**src/hw/rtl/text_glyph_planar_renderer_core_assert.svh**
```systemverilog
// Assertion macros shared by the glyph renderer RTL.
`ifndef TEXT_GLYPH_PLANAR_RENDERER_CORE_ASSERT_SVH
`define TEXT_GLYPH_PLANAR_RENDERER_CORE_ASSERT_SVH

// Same-cycle implication, disabled while reset is low.
`define TGPR_ASSERT_IMPL(name, clk, rst_n, ante, cons) \
	name: assert property (@(posedge clk) disable iff (!rst_n) (ante) |-> (cons)) \
		else $error("%m: assertion failed");

// Next-cycle implication, disabled while reset is low.
`define TGPR_ASSERT_NEXT(name, clk, rst_n, ante, cons) \
	name: assert property (@(posedge clk) disable iff (!rst_n) (ante) |=> (cons)) \
		else $error("%m: assertion failed");

`endif

```
**src/hw/rtl/tgpr_pkg.sv**
```systemverilog
// Types, constants and codes of the planar text glyph renderer.
package tgpr_pkg;

	localparam int MAX_GLYPH_HEIGHT_DEF = 16;
	localparam int GLYPH_COUNT_DEF      = 256;
	localparam int GLYPH_WIDTH          = 8;
	localparam int BYTES_PER_ROW        = 80;
	localparam int SCREEN_LINES         = 480;
	localparam int PLANES               = 4;

	localparam int ACTION_W    = 2;
	localparam int CODE_W      = 8;
	localparam int COLOR_W     = PLANES;
	localparam int GLINE_W     = 4;
	localparam int MASK_W      = PLANES;
	localparam int ADDR_W      = 16;
	localparam int COL_W       = 7;
	localparam int ROW_W       = 6;
	localparam int HCFG_W      = 5;
	localparam int LINE_W      = $clog2(SCREEN_LINES);
	localparam int PLANE_W     = $clog2(PLANES);
	localparam int CFG_IDX_W   = 3;
	localparam int CFG_DATA_W  = 7;

	localparam logic [CODE_W-1:0] NEWLINE_CODE = 8'h0A;
	localparam logic [MASK_W-1:0] LAST_MASK    = MASK_W'(1) << (PLANES - 1);

	typedef enum logic [ACTION_W-1:0] {
		ACT_PRINT = 2'd0,
		ACT_LOAD  = 2'd1,
		ACT_HOME  = 2'd2
	} action_e_t;

	typedef enum logic [CFG_IDX_W-1:0] {
		CFG_GLYPH_HEIGHT = 3'd0,
		CFG_ROW_COUNT    = 3'd1,
		CFG_WRAP_ROW     = 3'd2,
		CFG_START_COL    = 3'd3,
		CFG_START_ROW    = 3'd4
	} cfg_reg_e_t;

	typedef enum logic [1:0] {
		ST_IDLE,
		ST_WRAP,
		ST_EMIT
	} ctrl_state_t;

	typedef struct packed {
		logic load;
		logic home;
		logic newline;
		logic start;
		logic wrap;
		logic issue;
	} dp_cmd_t;

	typedef struct packed {
		logic wrap_done;
		logic issue_last;
	} dp_status_t;

endpackage

```
**src/hw/rtl/tgpr_ctrl.sv**
```systemverilog
// Sequencer of the glyph renderer: decodes items and steps the datapath.
module tgpr_ctrl (
	input  logic                          clk,
	input  logic                          arst_n,
	input  logic                          in_valid,
	input  logic [tgpr_pkg::ACTION_W-1:0] in_action,
	input  logic                          in_newline,
	output logic                          in_ready,
	input  tgpr_pkg::dp_status_t          stat,
	output tgpr_pkg::dp_cmd_t             cmd_c
);
	import tgpr_pkg::*;

	ctrl_state_t state_q, state_d;

	always_ff @(posedge clk or negedge arst_n) begin
		if (!arst_n) begin
			state_q <= ST_IDLE;
		end else begin
			state_q <= state_d;
		end
	end

	always_comb begin
		state_d  = state_q;
		cmd_c    = '0;
		in_ready = 1'b0;
		case (state_q)
			ST_IDLE: begin
				in_ready = 1'b1;
				if (in_valid) begin
					case (action_e_t'(in_action))
						ACT_PRINT: begin
							if (in_newline) begin
								cmd_c.newline = 1'b1;
							end else begin
								cmd_c.start = 1'b1;
								state_d     = ST_WRAP;
							end
						end
						ACT_LOAD: cmd_c.load = 1'b1;
						ACT_HOME: cmd_c.home = 1'b1;
						default: ;
					endcase
				end
			end
			// reduce the first pixel line of the text row below the screen height
			ST_WRAP: begin
				cmd_c.wrap = 1'b1;
				if (stat.wrap_done) begin
					state_d = ST_EMIT;
				end
			end
			ST_EMIT: begin
				cmd_c.issue = 1'b1;
				if (stat.issue_last) begin
					state_d = ST_IDLE;
				end
			end
			default: state_d = ST_IDLE;
		endcase
	end
endmodule

```
**config.mk**
```make
export PLATFORM = sky130hd
export DESIGN_NAME = tgpr_ctrl
export DESIGN_NICKNAME = d
export VERILOG_FILES = /design/src/hw/rtl/text_glyph_planar_renderer_core_assert.svh /design/src/hw/rtl/tgpr_pkg.sv /design/src/hw/rtl/tgpr_ctrl.sv
export SDC_FILE = /design/constraint.sdc
export NUM_CORES = 1
export LEC_CHECK = 0
export BUFFER_PORTS_ARGS = -buffer_cell sky130_fd_sc_hd__clkbuf_2
export CORE_AREA = 2 2 39 41
export DETAILED_ROUTE_END_ITERATION = 16
export DIE_AREA = 0 0 41 43
export PLACE_DENSITY = 0.42
export SLEW_MARGIN = 25
export SYNTH_ARGS = -nofsm -noshare
export SYNTH_HDL_FRONTEND = slang
export SYNTH_SLANG_ARGS = --single-unit
```
**constraint.sdc**
```tcl
create_clock -name clk -period 1.25 [get_ports clk]
set_input_delay 0.125 -clock clk [delete_from_list [all_inputs] [get_ports clk]]
set_output_delay 0.125 -clock clk [all_outputs]
set_load 0.1 [all_outputs]
```
# Word level (Yosys, flattened, before mapping)
# Index checks and enable logic that the tools add are counted.
dict set report classes {
  reduce_logical 3
  muxes 16
  n_eq_ne 9
}
# op count
set ops {}
lappend ops {{2-to-1 mux 2 bit} 6}
lappend ops {{2-to-1 mux 4 bit} 2}
lappend ops {{!= test 2 bit, second input constant} 4}
lappend ops {{2-to-1 mux 1 bit} 7}
lappend ops {{case mux 2 bit (3 select lines)} 1}
lappend ops {{AND reduction 5 bit} 1}
lappend ops {{== test 2 x 1 -> 1 bit, second input constant} 2}
lappend ops {{== test 2 bit, second input constant} 2}
lappend ops {{zero test 2 bit} 2}
lappend ops {{!= test 2 x 1 -> 1 bit, second input constant} 1}
dict set report word_totals {
  word_cells 29
  reg_bits 2
  in_bits 8
  output_inout_bits 7
}

# Depth between registers and ports, before layout
dict set report depth {
  depth_word 4
  ltp_mapped 2
}

# Least setup slack after synthesis
# OpenSTA, ideal clock, no wires.
dict set report synth_path {
  path_type {register to output}
  startpoint {register state_q[1]}
  endpoint {output port cmd_c[3] in the netlist's numbering}
  setup_slack_ps -1612
  path_stages_with_launch 3
  n_path_buf 0
  arrival_time_ps 2737
  path_cell_list {dfrtp_1 nor2_1 and4_1}
}
# element line
set synth_rtl {}
lappend synth_rtl {{start: declaration} tgpr_ctrl.sv:14} ;# ctrl_state_t state_q, state_d;
lappend synth_rtl {{start signal: assignment} tgpr_ctrl.sv:20} ;# state_q <= state_d;
lappend synth_rtl {{end: declaration} tgpr_ctrl.sv:10} ;# output tgpr_pkg::dp_cmd_t cmd_c

==> results.sh <==
export IMPL_status="finished with violations"
export IMPL_violations="setup timing"
export IMPL_ir_drop_mv=0.337
export IMPL_gr_max_usage_layer="met2"
export IMPL_yosysTopAreaCellShare_pct=31.0
export IMPL_critPathKind="reg2out"
export IMPL_fmax_ghz=0.737
export IMPL_tritoncts="yes"
export IMPL_async_flop_share_pct=100
export IMPL_yosysUniqueCellTypes=12
export IMPL_synth_top_family_by_area="simple AND/OR/NAND/NOR gates"
export IMPL_core_area_sq_um=1380
export IMPL_antenna_cells=0
export IMPL_crit_required_ns=1.12
export IMPL_relSlewSlack_pct=82.8
export IMPL_crit_fanout=4
export IMPL_syn_inst=16
export IMPL_placedCellCount=50
export IMPL_multiInputGateArea_sq_um=129
export IMPL_yosys_top_cells_count="2 x and4b_2, 2 x dfrtp_1, 2 x nor2_1, 2 x nor2b_1"
export IMPL_power_leakage_nw=0.217
export IMPL_grt_start_max_net_pins=6
export IMPL_synthMuxAreaShare_pct=0
export IMPL_synth_compound_area_share_pct=13.2
export IMPL_drtAntennaViolNets=0
export IMPL_layout_setup_ws_ns=-0.107
export IMPL_fin_worst_skew_ns=0.00462
export IMPL_drtPass1Iterations=1
export IMPL_seqCellArea_sq_um=52.6
export IMPL_fin_cells=57
export IMPL_overflow=0
export IMPL_synth_seq_cells=2
export IMPL_chipWidth_um=41
export IMPL_cap_violations=0
export IMPL_setup_violations=5
export IMPL_fillerInstances=145
export IMPL_path_clk_slew_ns=0.04
export IMPL_syn_cell_area_sq_um=161
export IMPL_cp_end_kind="output pin"
export IMPL_fp_dieH_um=43
export IMPL_worst_slew_pin_slew_ns=0.257
export IMPL_synthAdderAreaFrac_pct=0
export IMPL_worstPathArrival_ns=1.23
export IMPL_grt_pass1_wl_um=979
export IMPL_final_nets=50
export IMPL_design_area_sq_um=479
export IMPL_power_density_nw_per_um2=999
export IMPL_dp_hpwl_um=493
export IMPL_drt_total_wl_um=568
export IMPL_fin_crit_ns=1.36
export IMPL_vias=225
export IMPL_die_area_sq_um=1760
export IMPL_syn_avg_cell_area_sq_um=10.1
export IMPL_track_usage_pct=8.43
export IMPL_hold_ws_ns=0.159
export IMPL_drtIter0Drc=0
export IMPL_gr_usage_met2_pct=13.4
export IMPL_yosys_area_share_simple_pct=48.8
export IMPL_synth_xor_area_share_pct=0
export IMPL_numClockSinks=2
export IMPL_wire_per_inst_um=9.96
export IMPL_synth_largest_area_cell="dfrtp_1"
export IMPL_gp_congestion=0.587
export IMPL_ys_warn_count=0
export IMPL_syn_to_final_growth_pct=197
export IMPL_antenna_found_initial=0
export IMPL_use_met1_pct=8.33
export IMPL_hold_class="in2reg"
export IMPL_max_flop_register="state_q"
export IMPL_hold_violations=0
export IMPL_clk_latency_ns=0.23
export IMPL_ys_top_cells_by_area="dfrtp_1 31%, and4b_2 14%, or4b_4 8.5%"
export IMPL_grt_pass1_vias=255
export IMPL_cts_root_buf="clkbuf_4"
export IMPL_largest_register_ffs=2
export IMPL_clockBufferDepth=2
export IMPL_rsz0062_at_grt="yes"
export IMPL_syn_nets=24
export IMPL_synth_edf_count=0
export IMPL_numCtsBuffers=3
export IMPL_row_count=14
export IMPL_ys_seq_area_share_pct=31.0
export IMPL_synth_ff_type="dfrtp_1"
export IMPL_drive_gt1_share_pct=85.4
export IMPL_htreeDepth=1
export IMPL_pin_count=15
export IMPL_drc_errors=0
export IMPL_grt_util_met3_pct=1.57
export IMPL_avgViaCountPerCell=3.95
export IMPL_place_area_sq_um=417
export IMPL_io_buffers=14
export IMPL_initial_utilization_pct=11.7
export IMPL_reg_top3="state_q: 2 flops"
export IMPL_start_kind="register"
export IMPL_finalMaxSlewViolations=0
export IMPL_finalCritPeriodShare_pct=109
[worst paths after layout]
kind	from	end	slack (ns)	depth (start not counted)
min in group asynchronous	arst_n	state_q[0]	0.23	2
worst min register to register	state_q[1]	state_q[0]	0.63	2
max in group asynchronous	arst_n	state_q[1]	0.90	2
worst min-delay path	stat[1]	state_q[1]	0.16	2
worst max register to register	state_q[0]	state_q[0]	0.10	3
worst max-delay path	state_q[0]	cmd_c[4]	-0.11	3
[layout make-up]
cell class	instances	share of cell area [%]
sequential	2	11.0
clock buffer	4	5.48
inverter	1	0.783
timing repair buffer	22	51.7
multi-input combinational	12	26.9
tap	16	4.18
[what timing repair did]
action	in CTS	in global routing
resized for setup	2	1
pin swaps	3	2
setup endpoints to repair	6	7
setup buffers	1	1
hold endpoints to repair	2	0
hold buffers	1	0
[critical path, stage by stage (launching register included)]
cell	delay [ns]
dfrtp_2	0.43
nor2_4	0.14
and4b_4	0.25
buf_12	0.17
[layout by cell type, fill, tap and decap left out]
cell type / netlist / routed
a22o_1: 1 / 1
and4_4: 0 / 1
and4b_4: 0 / 2
buf_12: 0 / 7
buf_4: 1 / 6
buf_6: 0 / 2
clkbuf_1: 0 / 1
clkbuf_2: 0 / 6
clkbuf_4: 0 / 3
dfrtp_2: 0 / 2
dlygate4sd3_1: 0 / 1
inv_1: 1 / 1
nor2_1: 2 / 1
nor2_4: 0 / 1
nor2b_1: 2 / 1
nor2b_2: 0 / 1
nor3_4: 0 / 1
o31ai_2: 1 / 1
or3b_2: 1 / 1
or4b_4: 1 / 1
[stage by stage]
| step | worst slack [ns] | power (mW) | TNS, ns | utilization, % |
|---|---|---|---|---|
| after global placement | -0.0612 | 0.302 | -0.0612 | 30.1 |
| after CTS | -0.129 | 0.485 | -0.589 | 33.6 |
| after detailed placement | -0.0815 | 0.305 | -0.0815 | 30.1 |
| after floorplan | -0.452 | 0.211 | -2.32 | - |
| final | -0.107 | 0.479 | -0.457 | 34.6 |
| after global routing | -0.160 | 0.509 | -0.765 | 34.6 |
[cells by family after synthesis]
group	count (synthesis)
compound gates	2
buf+inv	2
flops	2
simple gates	10
[report_power, final]
group,internal (mW),switching [mW],total [mW]
sequential,0.0702,0.00730,0.0775
combinational,0.0993,0.138,0.237
clock,0.119,0.0449,0.164
total,0.289,0.190,0.479
[metal layers]
metal / wire (um) / vias to the layer above
li1: - / 111
met1: 195 / 99
met2: 298 / 15
met3: 74 / 0
met4: 0 / 0
met5: 0 / -
Power figures use the tool's default switching activity.
